==> src/asc_pkg.sv <==
package asc_pkg;

    // Fixed widths of the item fields
    localparam int IN_BITS            = 16;
    localparam int SUM_BITS           = 18;
    localparam int VALUE_BITS_DEFAULT = 16;

    typedef struct packed {
        logic [IN_BITS-1:0] value_a;
        logic [IN_BITS-1:0] value_b;
    } in_item_t;

    typedef struct packed {
        logic [SUM_BITS-1:0] sum_a;
        logic [SUM_BITS-1:0] sum_b;
        logic                a_is_abundant;
        logic                pair_is_amicable;
    } out_item_t;

    // Commands from the controller to the datapath
    typedef struct packed {
        logic load_item;
        logic sel_second;
        logic init_num;
        logic div_start;
        logic accum;
        logic store_sum;
        logic load_result;
    } cmd_t;

    // Status from the datapath to the controller
    typedef struct packed {
        logic sq_gt_n;
        logic div_done;
    } status_t;

endpackage

==> src/aliquot_sum_classifier.sv <==
// Search: each value is tested with the bit-serial trial divider, once per candidate
//   divisor from 2 up to the square root of the value.
// Throughput: one item at a time; the next item is taken once the result is registered,
//   while that result may still wait in the output register.
// Reset: rst_n asynchronous, active low; clears control state only, no clearing pass.
module aliquot_sum_classifier #(
    parameter int VALUE_BITS = asc_pkg::VALUE_BITS_DEFAULT
) (
    input  logic               clk,
    input  logic               rst_n,
    input  logic               item_valid,
    output logic               item_ready,
    input  asc_pkg::in_item_t  item,
    output logic               result_valid,
    input  logic               result_ready,
    output asc_pkg::out_item_t result
);

    asc_pkg::cmd_t    cmd;
    asc_pkg::status_t status;

    asc_ctrl u_ctrl (
        .clk          (clk),
        .rst_n        (rst_n),
        .item_valid   (item_valid),
        .item_ready   (item_ready),
        .result_valid (result_valid),
        .result_ready (result_ready),
        .status       (status),
        .cmd          (cmd)
    );

    asc_datapath #(
        .VALUE_BITS (VALUE_BITS)
    ) u_datapath (
        .clk    (clk),
        .rst_n  (rst_n),
        .cmd    (cmd),
        .status (status),
        .item   (item),
        .result (result)
    );

endmodule

==> src/asc_div.sv <==
module asc_div #(
    parameter int W = asc_pkg::VALUE_BITS_DEFAULT
) (
    input  logic         clk,
    input  logic         rst_n,
    input  logic         start,
    input  logic [W-1:0] dividend,
    input  logic [W-1:0] divisor,
    output logic         done,
    output logic [W-1:0] quotient,
    output logic [W-1:0] remainder
);

    localparam int CNT_W = $clog2(W + 1);

    logic [W-1:0]     rem_reg;
    logic [W-1:0]     quo_reg;
    logic [W-1:0]     dsr_reg;
    logic [CNT_W-1:0] cnt_reg;
    logic             busy_reg;
    logic             done_reg;

    logic [W:0]       trial;
    logic             fits;
    logic [W-1:0]     diff;

    // One restoring step: shift in the next dividend bit, subtract if it fits
    assign trial = {rem_reg, quo_reg[W-1]};
    assign fits  = (trial >= {1'b0, dsr_reg});
    assign diff  = trial[W-1:0] - dsr_reg;

    // Control: count W steps, pulse done after the last
    always_ff @(posedge clk or negedge rst_n)
    begin
        if (!rst_n)
        begin
            busy_reg <= 1'b0;
            done_reg <= 1'b0;
            cnt_reg  <= '0;
        end
        else
        begin
            done_reg <= busy_reg && (cnt_reg == CNT_W'(1));
            if (start)
            begin
                busy_reg <= 1'b1;
                cnt_reg  <= CNT_W'(W);
            end
            else if (busy_reg)
            begin
                cnt_reg <= cnt_reg - CNT_W'(1);
                if (cnt_reg == CNT_W'(1))
                begin
                    busy_reg <= 1'b0;
                end
            end
        end
    end

    // Datapath: partial remainder and quotient shift register
    always_ff @(posedge clk)
    begin
        if (start)
        begin
            rem_reg <= '0;
            quo_reg <= dividend;
            dsr_reg <= divisor;
        end
        else if (busy_reg)
        begin
            rem_reg <= fits ? diff : trial[W-1:0];
            quo_reg <= {quo_reg[W-2:0], fits};
        end
    end

    assign done      = done_reg;
    assign quotient  = quo_reg;
    assign remainder = rem_reg;

endmodule

==> src/asc_datapath.sv <==
module asc_datapath #(
    parameter int VALUE_BITS = asc_pkg::VALUE_BITS_DEFAULT
) (
    input  logic                clk,
    input  logic                rst_n,
    input  asc_pkg::cmd_t       cmd,
    output asc_pkg::status_t    status,
    input  asc_pkg::in_item_t   item,
    output asc_pkg::out_item_t  result
);

    // Sums of numbers below 2^VALUE_BITS stay below 2^(VALUE_BITS+3)
    localparam int ACC_W = (VALUE_BITS + 3 > asc_pkg::SUM_BITS) ?
                           VALUE_BITS + 3 : asc_pkg::SUM_BITS;
    localparam int SQ_W  = VALUE_BITS + 2;

    logic [VALUE_BITS-1:0] a_reg;
    logic [VALUE_BITS-1:0] b_reg;
    logic [VALUE_BITS-1:0] d_reg;
    logic [SQ_W-1:0]       sq_reg;
    logic [ACC_W-1:0]      acc_reg;
    logic [ACC_W-1:0]      sum_first_reg;
    logic [ACC_W-1:0]      sum_second_reg;
    asc_pkg::out_item_t    result_reg;

    logic [VALUE_BITS-1:0] n;
    logic                  div_done;
    logic [VALUE_BITS-1:0] quo;
    logic [VALUE_BITS-1:0] rem;
    logic [ACC_W-1:0]      cofactor;
    logic [SQ_W-1:0]       sq_next;

    assign n = cmd.sel_second ? b_reg : a_reg;

    // Trial divider: n / d, one quotient bit per cycle
    asc_div #(
        .W (VALUE_BITS)
    ) u_div (
        .clk       (clk),
        .rst_n     (rst_n),
        .start     (cmd.div_start),
        .dividend  (n),
        .divisor   (d_reg),
        .done      (div_done),
        .quotient  (quo),
        .remainder (rem)
    );

    // Cofactor counts once when it equals the divisor
    assign cofactor = (quo != d_reg) ? ACC_W'(quo) : ACC_W'(0);

    // (d+1)^2 = d^2 + 2d + 1
    assign sq_next = sq_reg + SQ_W'({d_reg, 1'b1});

    assign status.sq_gt_n  = (sq_reg > SQ_W'(n));
    assign status.div_done = div_done;

    // Hold operands, walk divisors, accumulate and store sums, register the result
    always_ff @(posedge clk)
    begin
        if (cmd.load_item)
        begin
            a_reg <= VALUE_BITS'(item.value_a);
            b_reg <= VALUE_BITS'(item.value_b);
        end
        if (cmd.init_num)
        begin
            // divisor 1 is counted up front; 0 and 1 have sum 0
            acc_reg <= (n < VALUE_BITS'(2)) ? ACC_W'(0) : ACC_W'(1);
            d_reg   <= VALUE_BITS'(2);
            sq_reg  <= SQ_W'(4);
        end
        else if (cmd.accum)
        begin
            if (rem == '0)
            begin
                acc_reg <= acc_reg + ACC_W'(d_reg) + cofactor;
            end
            d_reg  <= d_reg + VALUE_BITS'(1);
            sq_reg <= sq_next;
        end
        if (cmd.store_sum)
        begin
            if (cmd.sel_second)
            begin
                sum_second_reg <= acc_reg;
            end
            else
            begin
                sum_first_reg <= acc_reg;
            end
        end
        if (cmd.load_result)
        begin
            result_reg.sum_a            <= sum_first_reg[asc_pkg::SUM_BITS-1:0];
            result_reg.sum_b            <= sum_second_reg[asc_pkg::SUM_BITS-1:0];
            result_reg.a_is_abundant    <= (ACC_W'(a_reg) < sum_first_reg);
            result_reg.pair_is_amicable <= (sum_first_reg == ACC_W'(b_reg)) &&
                                           (sum_second_reg == ACC_W'(a_reg));
        end
    end

    assign result = result_reg;

endmodule

==> src/asc_ctrl.sv <==
module asc_ctrl (
    input  logic             clk,
    input  logic             rst_n,
    input  logic             item_valid,
    output logic             item_ready,
    output logic             result_valid,
    input  logic             result_ready,
    input  asc_pkg::status_t status,
    output asc_pkg::cmd_t    cmd
);

    typedef enum logic [2:0] {
        S_IDLE,
        S_INIT,
        S_TEST,
        S_DIV,
        S_ACC,
        S_STORE,
        S_FINISH
    } state_t;

    state_t state_reg;
    state_t state_next;
    logic   second_reg;
    logic   second_next;
    logic   valid_reg;
    logic   valid_next;

    // Next state and commands
    always_comb
    begin
        state_next  = state_reg;
        second_next = second_reg;
        valid_next  = valid_reg;
        cmd         = '0;
        cmd.sel_second = second_reg;

        // drop the result once it is taken
        if (valid_reg && result_ready)
        begin
            valid_next = 1'b0;
        end

        unique case (state_reg)
            S_IDLE:
            begin
                if (item_valid)
                begin
                    cmd.load_item = 1'b1;
                    second_next   = 1'b0;
                    state_next    = S_INIT;
                end
            end
            S_INIT:
            begin
                cmd.init_num = 1'b1;
                state_next   = S_TEST;
            end
            S_TEST:
            begin
                if (status.sq_gt_n)
                begin
                    state_next = S_STORE;
                end
                else
                begin
                    cmd.div_start = 1'b1;
                    state_next    = S_DIV;
                end
            end
            S_DIV:
            begin
                if (status.div_done)
                begin
                    state_next = S_ACC;
                end
            end
            S_ACC:
            begin
                cmd.accum  = 1'b1;
                state_next = S_TEST;
            end
            S_STORE:
            begin
                cmd.store_sum = 1'b1;
                if (second_reg)
                begin
                    state_next = S_FINISH;
                end
                else
                begin
                    second_next = 1'b1;
                    state_next  = S_INIT;
                end
            end
            S_FINISH:
            begin
                // wait until the output register is free
                if (!valid_reg || result_ready)
                begin
                    cmd.load_result = 1'b1;
                    valid_next      = 1'b1;
                    state_next      = S_IDLE;
                end
            end
            default:
            begin
                state_next = S_IDLE;
            end
        endcase
    end

    // Hold state, number select and output valid
    always_ff @(posedge clk or negedge rst_n)
    begin
        if (!rst_n)
        begin
            state_reg  <= S_IDLE;
            second_reg <= 1'b0;
            valid_reg  <= 1'b0;
        end
        else
        begin
            state_reg  <= state_next;
            second_reg <= second_next;
            valid_reg  <= valid_next;
        end
    end

    assign item_ready   = (state_reg == S_IDLE);
    assign result_valid = valid_reg;

endmodule

==> config.mk <==
export PLATFORM = sky130hd
export DESIGN_NAME = aliquot_sum_classifier
export DESIGN_NICKNAME = d
export VERILOG_FILES = /design/src/asc_pkg.sv /design/src/aliquot_sum_classifier.sv /design/src/asc_div.sv /design/src/asc_datapath.sv /design/src/asc_ctrl.sv
export SDC_FILE = /design/constraint.sdc
export NUM_CORES = 1
export LEC_CHECK = 0
export BUFFER_PORTS_ARGS = -buffer_cell sky130_fd_sc_hd__buf_2
export CORE_AREA = 2 2 168 121
export CTS_BUF_LIST = sky130_fd_sc_hd__clkbuf_8
export CTS_CLUSTER_SIZE = 40
export DETAILED_ROUTE_END_ITERATION = 7
export DIE_AREA = 0 0 170 123
export PLACE_DENSITY = 0.81
export SLEW_MARGIN = 15
export SYNTH_ARGS = -nofsm -noshare
export SYNTH_HDL_FRONTEND = slang
export SYNTH_SLANG_ARGS = --single-unit
==> constraint.sdc <==
create_clock -name clk -period 4.4 [get_ports clk]
set_clock_uncertainty 0.2 [all_clocks]
set_input_delay 0.22 -clock clk [delete_from_list [all_inputs] [get_ports clk]]
set_output_delay 0.22 -clock clk [all_outputs]
set_load 0.05 [all_outputs]
Word level (Yosys, flattened, before mapping)
Cells that the tools add are included.
Cells by class
  add/sub/neg operators: 6
  order comparisons: 4
  equal/unequal tests: 13
  mux-type cells: 34
  bitwise gates (word level): 1
  reductions and logical operators: 17
Operator list (number)
  two-way mux 16 bit: 5
  two-way mux 19 bit: 3
  equality test 19 x 16 -> 1 bit: 2
  adder 19 x 16 -> 19 bit: 1
  adder 19 bit: 1
  < comparator 16 x 19 -> 1 bit: 1
  adder 18 x 17 -> 18 bit: 1
  > comparator 18 x 16 -> 1 bit: 1
  case mux 3 bit (6 select lines): 1
  greater-or-equal comparator 17 x 16 -> 1 bit: 1
  two-way mux 1 bit: 17
  adder 16 x 1 -> 16 bit, second input constant: 1
  logical NOT 16 bit: 1
  < comparator 16 x 2 -> 1 bit, second input constant: 1
  inequality test 16 bit: 1
  subtractor 16 bit: 1
  two-way mux 3 bit: 5
  two-way mux 5 bit: 2
  equality test 3 bit, second input constant: 3
  AND reduction 2 bit: 4
  nonzero test 2 bit: 4
  equality test 3 x 2 -> 1 bit, second input constant: 2
  equality test 5 x 1 -> 1 bit, second input constant: 1
  subtractor 5 x 1 -> 5 bit, second input constant: 1
  11 further kinds: 14
Word-level totals
  bits in registers: 221
  bits of input ports: 36
  output and inout port bits: 40
  word-level logic and storage cells: 95

Depth between registers and ports, before layout
Gate-level depths: netlist of run 1.
  depth after elaboration: 6
  mapped depth: 18
  mapped depth without buffers: 16

Modules after synthesis
From an unflattened synthesis of run 1, not the netlist that was laid out.
Second synthesis, totals
  cells, all modules: 1088
  area total of the unflattened synthesis: 12223.0 sq um
Modules (own cells, without submodules)
  asc_datapath: instances 1, cells an instance 761, area each 8873.5 sq um, seq. area each 4494.3 sq um
  asc_div: instances 1, cells an instance 287, area each 2999.1 sq um, seq. area each 1456.4 sq um
  asc_ctrl: instances 1, cells an instance 40, area each 350.3 sq um, seq. area each 125.1 sq um

Least setup slack after synthesis of run 1
No wires, ideal clock.
  kind: flip-flop to flip-flop
  start point: register u_datapath.d_reg[11]
  end point: register u_datapath.acc_reg[17] (data pin)
  library setup time: 270 ps
  data arrival time: 3548 ps
  required time: 3930 ps
  slack: 382 ps
  stages on the path, launching flop included: 17
  path buffers: 3
  path through: dfxtp_1 -> clkbuf_1 -> xor2_1 -> nor4_1 -> nand4_1 -> clkbuf_1 -> and2_1 -> fa_1 -> ha_1 -> clkbuf_1 -> and3_1 -> a221oi_1 -> nor3b_2 -> a211oi_1 -> o31ai_2 -> a21o_1 -> a21oi_1
On the way
  word-level cells in the longest chain between the ends: 6
  elaborated cells on any way between the ends: 7
  those cells by class: add/sub (2); eq/ne (1); mux (4)
RTL lines
  from (decl): line asc_datapath.sv:19  | logic [VALUE_BITS-1:0] d_reg;
  from (signal assigned): line asc_datapath.sv:79  | d_reg <= d_reg + VALUE_BITS'(1);
  branches (longest 2 deep; another with adder 19 x 16 -> 19 bit)
  adder 19 bit *: line asc_datapath.sv:77  | acc_reg <= acc_reg + ACC_W'(d_reg) + cofactor;
  two-way mux 19 bit *: line asc_datapath.sv:75  | if (rem == '0)
  two-way mux 19 bit *: line asc_datapath.sv:73  | else if (cmd.accum)
  two-way mux 19 bit *: line asc_datapath.sv:66  | if (cmd.init_num)
  to (signal assigned): line asc_datapath.sv:69  | acc_reg <= (n < VALUE_BITS'(2)) ? ACC_W'(0) : ACC_W'(1);
  to (signal assigned): line asc_datapath.sv:77
  to (decl): line asc_datapath.sv:21  | logic [ACC_W-1:0] acc_reg;
Every way passes the cells marked *. The select of a mux whose other input is x is not followed.
A chain may end at the register's enable or synchronous reset.

Final worst setup path of run 1
  start point: register u_datapath.u_div.quo_reg[0] (netlist: u_datapath.u_div.quotient[0])
  end point: register u_datapath.acc_reg[17] (data pin)
On the way
  word-level cells in the longest chain between the ends: 6
RTL lines
  from (decl): line asc_div.sv:17  | logic [W-1:0] quo_reg;
  from (signal assigned): line asc_div.sv:66  | quo_reg <= dividend;
  from (signal assigned): line asc_div.sv:72  | quo_reg <= {quo_reg[W-2:0], fits};
  inequality test 16 bit: line asc_datapath.sv:50  | assign cofactor = (quo != d_reg) ? ACC_W'(quo) : ACC_W'(0);
  two-way mux 16 bit *: line asc_datapath.sv:50
  adder 19 bit *: line asc_datapath.sv:77
  two-way mux 19 bit *: line asc_datapath.sv:75
  two-way mux 19 bit *: line asc_datapath.sv:73
  two-way mux 19 bit *: line asc_datapath.sv:66
Mark *: on every way between the ends. The rest lies on a longest branch, timed or not. The select of a mux whose other input is x is not followed.

==> results of run 1 <==
per-stage QoR:
step	cell area, um2	power (mW)
final	13900	8.68
after global routing	13900	9.26
after CTS	13800	8.57
after detailed placement	12800	6.90
after global placement	12800	6.76
after floorplan	11900	5.97
worst max-delay path by stage:
stage	endpoint	slack, ps	cells after the start
6_report	u_datapath.acc_reg[17]	220	14
5_1_grt	u_datapath.acc_reg[17]	-50	14
4_1_cts	u_datapath.acc_reg[17]	50	14
3_5_place_dp	u_datapath.acc_reg[17]	9	16
3_3_place_gp	u_datapath.acc_reg[17]	220	16
2_1_floorplan	u_datapath.acc_reg[17]	380	16
what timing repair did:
item / 4_1_cts / 5_1_grt
pin swaps: 0 / 1
endpoints found under the hold margin: 48 / 0
endpoints found under the setup margin: 2 / 8
gates resized for setup: 1 / 3
buffers inserted: 0 / 2
hold buffers: 36 / 0
per-layer routing:
layer	global-route usage	part of all wire	vias up	wire length [um]
met2	0.445	0.43	455	13200
met3	0.0781	0.11	62	3300
li1	-	-	4248	-
met1	0.450	0.45	4461	13900
met4	0.0716	0.018	0	572
met5	0	0	-	0
synth_stat cells, types with 11 or more instances:
| library cell | number |
|---|---|
| sky130_fd_sc_hd__ha_1 | 82 |
| sky130_fd_sc_hd__dfxtp_1 | 50 |
| sky130_fd_sc_hd__edfxtp_1 | 159 |
| sky130_fd_sc_hd__nor2_1 | 60 |
| sky130_fd_sc_hd__a21oi_1 | 64 |
| sky130_fd_sc_hd__xnor2_1 | 32 |
| sky130_fd_sc_hd__xor2_1 | 56 |
| sky130_fd_sc_hd__nor3_1 | 18 |
| sky130_fd_sc_hd__nand3_1 | 25 |
| sky130_fd_sc_hd__nor2b_1 | 12 |
| sky130_fd_sc_hd__clkbuf_1 | 21 |
| sky130_fd_sc_hd__nand4_1 | 19 |
| sky130_fd_sc_hd__and2_1 | 19 |
| sky130_fd_sc_hd__inv_1 | 63 |
| sky130_fd_sc_hd__a21o_1 | 14 |
| sky130_fd_sc_hd__nand2_1 | 74 |
| sky130_fd_sc_hd__nor4_1 | 18 |
| sky130_fd_sc_hd__mux2i_1 | 27 |
| sky130_fd_sc_hd__dfrtp_1 | 12 |
| sky130_fd_sc_hd__nand2b_1 | 14 |
| sky130_fd_sc_hd__o21a_1 | 15 |
| sky130_fd_sc_hd__o21ai_0 | 64 |
| sky130_fd_sc_hd__fa_1 | 19 |
| sky130_fd_sc_hd__a211oi_1 | 11 |
cells in the final DEF (no fill, tap or decap), types with 25 or more instances in the layout:
cell	count
sky130_fd_sc_hd__a21oi_1	64
sky130_fd_sc_hd__buf_2	75
sky130_fd_sc_hd__ha_1	82
sky130_fd_sc_hd__inv_1	75
sky130_fd_sc_hd__buf_4	46
sky130_fd_sc_hd__clkbuf_8	38
sky130_fd_sc_hd__dlygate4sd3_1	36
sky130_fd_sc_hd__xnor2_1	32
sky130_fd_sc_hd__nand3_1	25
sky130_fd_sc_hd__mux2i_1	27
sky130_fd_sc_hd__xor2_1	56
sky130_fd_sc_hd__dfxtp_1	50
sky130_fd_sc_hd__nor2_1	59
sky130_fd_sc_hd__o21ai_0	63
sky130_fd_sc_hd__nand2_1	74
sky130_fd_sc_hd__edfxtp_1	159
power by group through the flow:
| stage | registers, mW | clock network, mW | logic (mW) |
|---|---|---|---|
| after floorplan | 3.07 | 0 | 2.90 |
| after global placement | 3.23 | 0 | 3.53 |
| after detailed placement | 3.25 | 0 | 3.66 |
| after CTS | 3.21 | 1.64 | 3.73 |
| after global routing | 3.27 | 1.73 | 4.25 |
| final | 3.23 | 1.62 | 3.83 |
cell families (layout without fill, tap and decap cells):
kind of cell,count (synthesis),in the layout,share of synthesized area
AOI/OAI and AO/OA,241,241,0.128
buffers and inverters,91,282,0.0301
and+or+nand+nor,295,295,0.126
adders and majority gates,101,101,0.118
xor gates and xnor gates,88,88,0.0646
muxes,29,29,0.0245
DFF,221,221,0.509
final cells by class:
cell class | instances | share of cell area
Sequential cell | 221 | 0.438
Timing Repair Buffer | 157 | 0.0780
Clock buffer | 38 | 0.0377
Clock inverter | 24 | 0.00785
Tap cell | 247 | 0.0223
Multi-Input combinational cell | 754 | 0.399
Inverter | 63 | 0.0171
==> flow_summary.ini, run 1 <==
[status]
run_status = finished, final reports clean

[synthesis]
post_synthesis_register_bit_count = 221
synthesis.area_mm2 = 0.0119
synth-edff-count = 159
post_synth_inst_count = 1066
post_synthesis_area_per_instance_um2 = 11.2
synth_area_leader_cell = sky130_fd_sc_hd__edfxtp_1
dominantRegCellSynth = sky130_fd_sc_hd__edfxtp_1
mappedNetlistNets = 1203
synth.area.top_cells = sky130_fd_sc_hd__edfxtp_1, sky130_fd_sc_hd__ha_1, sky130_fd_sc_hd__dfxtp_1
synth-seq-area-share = 0.509
post-synth-top-area-fraction = 0.400
async_flop_share = 0.0543
ys.warnings.count = 0
netlist-cell-type-count = 70

[worst_setup_path]
worstSetupStartpoint = u_datapath.u_div.quotient[0]
worst_path_dominant_cell_family = simple AND/OR/NAND/NOR gates
slowest_delay_ps = 440
path_cells = xor2_1 -> nor4_2 -> nand4_1 -> buf_4 -> and2_1 -> fa_1 -> ha_1 -> and3_1 -> a221oi_1 -> nor3b_2 -> a211oi_2 -> o31ai_2 -> a21o_1 -> a21oi_1
r2r_slack_ps = 220
crit_buf_inv = 1
reg2reg_to = u_datapath.acc_reg[17]
critPathMaxFanout = 12
worst-endpoint-arrival_ps = 4230
crit_path_end_kind = flop
worstSetupStartpointType = flop
path_depth_of_the_worst_reg2reg_path = 14
required_time_reported_for_the_critical_path_endpoint_ps = 4450
critPathSlowestCell = sky130_fd_sc_hd__fa_1
setup.worst_path.class = reg2reg
r2r-start = u_datapath.u_div.quotient[0]

[timing]
worst_setup_margin_ps = 219
timing.slew.headroom = 0.249
final.setup.tns_ps = 0
fin_worst_hold_slack_ps = 194
setup-violations-final = 0
fmaxAchievable_ghz = 0.239
timing_worst_slew_pin_value_ps = 1120
timing_max_transition_violations_final = 0
fin_crit_ps = 4180
fin_crit_sh = 0.950
report.final.hold_viol_count = 0

[place]
dp_worst_setup_slack_ps = 8.52
port_buffers = 75
dp.cells = 1404
finalWeightedCongestion = 0.897
detailed_place_hpwl_um = 22200

[clock_tree]
clk_pin_slew_ps = 70
cts.sink_count = 221
cts_max_level = 2
clockBufferDepth = 3
clock_tree_from_tritoncts = done
cts_inserted_buffers = 35
ctsRootBufferMaster = sky130_fd_sc_hd__clkbuf_8
worst_skew_pair.late_latency_ps = 540

[power_and_ir_drop]
switching_power_mw = 3.41
power.share.sequential = 0.372
internal-power_mw = 5.27
max-vdd-ir-drop_mv = 0.469
leak_pwr_nw = 5.69
swShare = 0.393
power_density_mw_per_mm2 = 626
clock_power_share = 0.186
power.combinational.fraction = 0.442

[hold_path]
min_delay_worst_endpoint = u_datapath.a_reg[7]
hold_start = item[23]
timing.hold.worst.class = in2reg
min_delay_path_depth = 2

[grt]
grt_antenna_before_repair = 1
grt_pass1_vias = 8679
grt_usage = 0.302
largest_net_degree_at_the_start_of_global_routing = 39
global_route_wire_length_before_repair_um = 47600
grt_overflow_total = 0

[floorplanning]
die-width_um = 170
num_io_pins = 76
initial_core_util = 0.616
design.die.area_mm2 = 0.0209
die_y_um = 123
core_area_mm2 = 0.0194
floorplan.rows = 43

[layout]
finalNonFillerCells = 1504
area_growth_syn_to_layout_pct = 16.2
fin_util = 0.716
area_of_the_multi_input_gates_mm2 = 0.00553
filler_cell_count = 1320
largest_register_ffs = 38
final_layout_size_suffix_gt1_frac = 0.149
finalNetCount = 1369
layout.area.seq_mm2 = 0.00608
insertedDiodeCount = 0

[drt]
num_vias = 9226
post_drt_wl_per_cell_um = 20.6
postRouteAntennaNets = 0
wl_um = 31000
detail_route.drc_violations = 0
routed_via_density = 6.13
drt-pass1-iter-count = 5
drt_iter0_markers = 1091

[flow_run]
maxCapViolations = 0
Note: power is estimated with default switching activity, not from simulation.
==> inputs of run 2 (changes only) <==
--- a/config.mk
+++ b/config.mk
@@ -6,12 +6,12 @@
 export NUM_CORES = 1
 export LEC_CHECK = 0
 export BUFFER_PORTS_ARGS = -buffer_cell sky130_fd_sc_hd__buf_2
-export CORE_AREA = 2 2 168 121
-export CTS_BUF_LIST = sky130_fd_sc_hd__clkbuf_8
+export CORE_AREA = 2 2 171 123
 export CTS_CLUSTER_SIZE = 40
 export DETAILED_ROUTE_END_ITERATION = 7
-export DIE_AREA = 0 0 170 123
-export PLACE_DENSITY = 0.81
+export DIE_AREA = 0 0 173 125
+export GPL_TIMING_DRIVEN = 0
+export PLACE_DENSITY = 0.79
 export SLEW_MARGIN = 15
 export SYNTH_ARGS = -nofsm -noshare
 export SYNTH_HDL_FRONTEND = slang
==> flow_summary.ini, run 2 (synthesis results as in run 1) <==
[clock_tree]
cts_max_level = 1
cts.sink_count = 221
clk_pin_slew_ps = 70
worst_skew_pair.late_latency_ps = 520
cts_inserted_buffers = 22
clock_tree_from_tritoncts = done
clockBufferDepth = 3
ctsRootBufferMaster = sky130_fd_sc_hd__clkbuf_16

[layout]
area_growth_syn_to_layout_pct = 16.4
layout.area.seq_mm2 = 0.00609
final_layout_size_suffix_gt1_frac = 0.137
finalNonFillerCells = 1497
filler_cell_count = 1427
mostFrequentLayoutCells = sky130_fd_sc_hd__edfxtp_1, sky130_fd_sc_hd__ha_1, sky130_fd_sc_hd__buf_2, sky130_fd_sc_hd__nand2_1, sky130_fd_sc_hd__a21oi_1
fin_util = 0.689
finalNetCount = 1342
layout_commonest_cell = sky130_fd_sc_hd__edfxtp_1
largest_register_ffs = 38
area_of_the_multi_input_gates_mm2 = 0.00558
insertedDiodeCount = 0
layout.cell_area.non_filler_mm2 = 0.0139

[grt]
grt_pass1_vias = 8679
grt_util_met2 = 0.419
global_route_wire_length_before_repair_um = 49000
grt_antenna_before_repair = 0
largest_net_degree_at_the_start_of_global_routing = 33
grt_overflow_total = 0
grt_busiest_layer = met1
grt_usage = 0.292
globalRouteMet1Util = 0.432
met3_usage = 0.0903

[floorplanning]
initial_core_util = 0.592
die_y_um = 125
num_io_pins = 76
die-width_um = 173
floorplan.rows = 44
core_area_mm2 = 0.0201
design.die.area_mm2 = 0.0216

[timing]
fin_crit_ps = 4240
fin_crit_sh = 0.963
timing.slew.headroom = 0.311
timing_worst_slew_pin_value_ps = 1010
report.final.hold_viol_count = 0
setup-violations-final = 0
unrepaired_setup_endpoints_after_global_routing = true
fin_worst_hold_slack_ps = 203
fmaxAchievable_ghz = 0.236
timing_max_transition_violations_final = 0

[flow_run]
maxCapViolations = 0

[worst_setup_path]
r2r-start = u_datapath.u_div.quotient[2]
worst_path_dominant_cell_family = compound AO/OA/AOI/OAI gates
reg2reg_to = u_datapath.acc_reg[17]
setup.worst_path.class = reg2reg
path_cells = xor2_1 -> nor4_2 -> nand4_1 -> buf_4 -> and2_1 -> fa_1 -> ha_1 -> inv_1 -> fa_1 -> nor2b_2 -> o31a_1 -> o31ai_2 -> a211oi_2 -> o31ai_2 -> a21o_1 -> a21oi_1
path_depth_of_the_worst_reg2reg_path = 16
slowest_delay_ps = 480
r2r_slack_ps = 160
required_time_reported_for_the_critical_path_endpoint_ps = 4430
critPathSlowestCell = sky130_fd_sc_hd__edfxtp_1
crit_path_end_kind = flop
critPathMaxFanout = 6
worst-endpoint-arrival_ps = 4270
crit_buf_inv = 2
worstSetupStartpointType = flop

[hold_path]
hold_start = item[27]
min_delay_worst_endpoint = u_datapath.a_reg[11]
timing.hold.worst.class = in2reg
min_delay_path_depth = 2

[drt]
wl_um = 31800
detail_route.drc_violations = 0
routed_via_density = 6.11
num_vias = 9154
drt-pass1-iter-count = 7
drt_iter0_markers = 1081
postRouteAntennaNets = 0
post_drt_wl_per_cell_um = 21.3

[power_and_ir_drop]
fin_total_pwr_mw = 8.97
internal-power_mw = 5.51
switching_power_mw = 3.46
max-vdd-ir-drop_mv = 0.309
leak_pwr_nw = 5.53
clock_power_share = 0.207
power.share.sequential = 0.358
power_density_mw_per_mm2 = 646
swShare = 0.385
power.combinational.fraction = 0.435

[place]
detailed_place_hpwl_um = 22700
dp.cells = 1420
placed_cell_area_mm2 = 0.0127
port_buffers = 75
finalWeightedCongestion = 0.948

[status]
run_status = finished, final reports clean
run 2: how the worst max path moves through the flow:
| stage | end | depth (start not counted) | slack (ps) | from |
|---|---|---|---|---|
| final | u_datapath.acc_reg[17] | 16 | 160 | u_datapath.u_div.quotient[2] |
| after global routing | u_datapath.acc_reg[17] | 16 | -70 | u_datapath.u_div.quotient[2] |
| after CTS | u_datapath.acc_reg[17] | 15 | 20 | u_datapath.u_div.quotient[6] |
| after detailed placement | u_datapath.u_div.quotient[12] | 12 | -400 | u_ctrl.second_reg |
| after global placement | u_datapath.acc_reg[15] | 6 | -700 | u_ctrl.state_reg[1] |
| after floorplan | u_datapath.acc_reg[17] | 16 | 380 | u_datapath.d_reg[11] |
run 2: power by group through the flow:
stage          Combinational (mW)  Sequential, mW  Clock [mW]
2_1_floorplan                2.90            3.07           0
3_3_place_gp                 3.54            3.21           0
3_5_place_dp                 3.68            3.21           0
4_1_cts                      3.74            3.18        1.87
5_1_grt                      4.35            3.24        1.94
6_report                     3.90            3.21        1.86
run 2: area by class of cell:
class                   count  share of cell area
plain buffers              26             0.00865
clock buffers              25              0.0405
clock inverters            15             0.00991
inverters                  63              0.0173
multi-input cells         755               0.402
flip-flops and latches    221               0.439
well taps                 276              0.0249
repair buffers            116              0.0582
run 2: stage by stage:
step	worst slack [ps]	setup TNS (ps)
final	161	0
after global routing	-72.0	-139
after CTS	15.1	0
after detailed placement	-403	-11480
after global placement	-698	-19700
after floorplan	382	0
run 2: repair_timing:
item                                   in CTS  in global routing
setup endpoints to repair                  45                 45
buffers inserted                            1                  1
pin swaps                                   1                  4
hold buffers                               36                  0
gates cloned                                0                  1
endpoints found under the hold margin      48                  0
resized for setup                          16                 16
run 2: per-layer routing:
layer	wire length, um	up-vias
li1	-	4196
met1	13700	4361
met2	13200	525
met3	4040	72
met4	895	0
met5	0	-
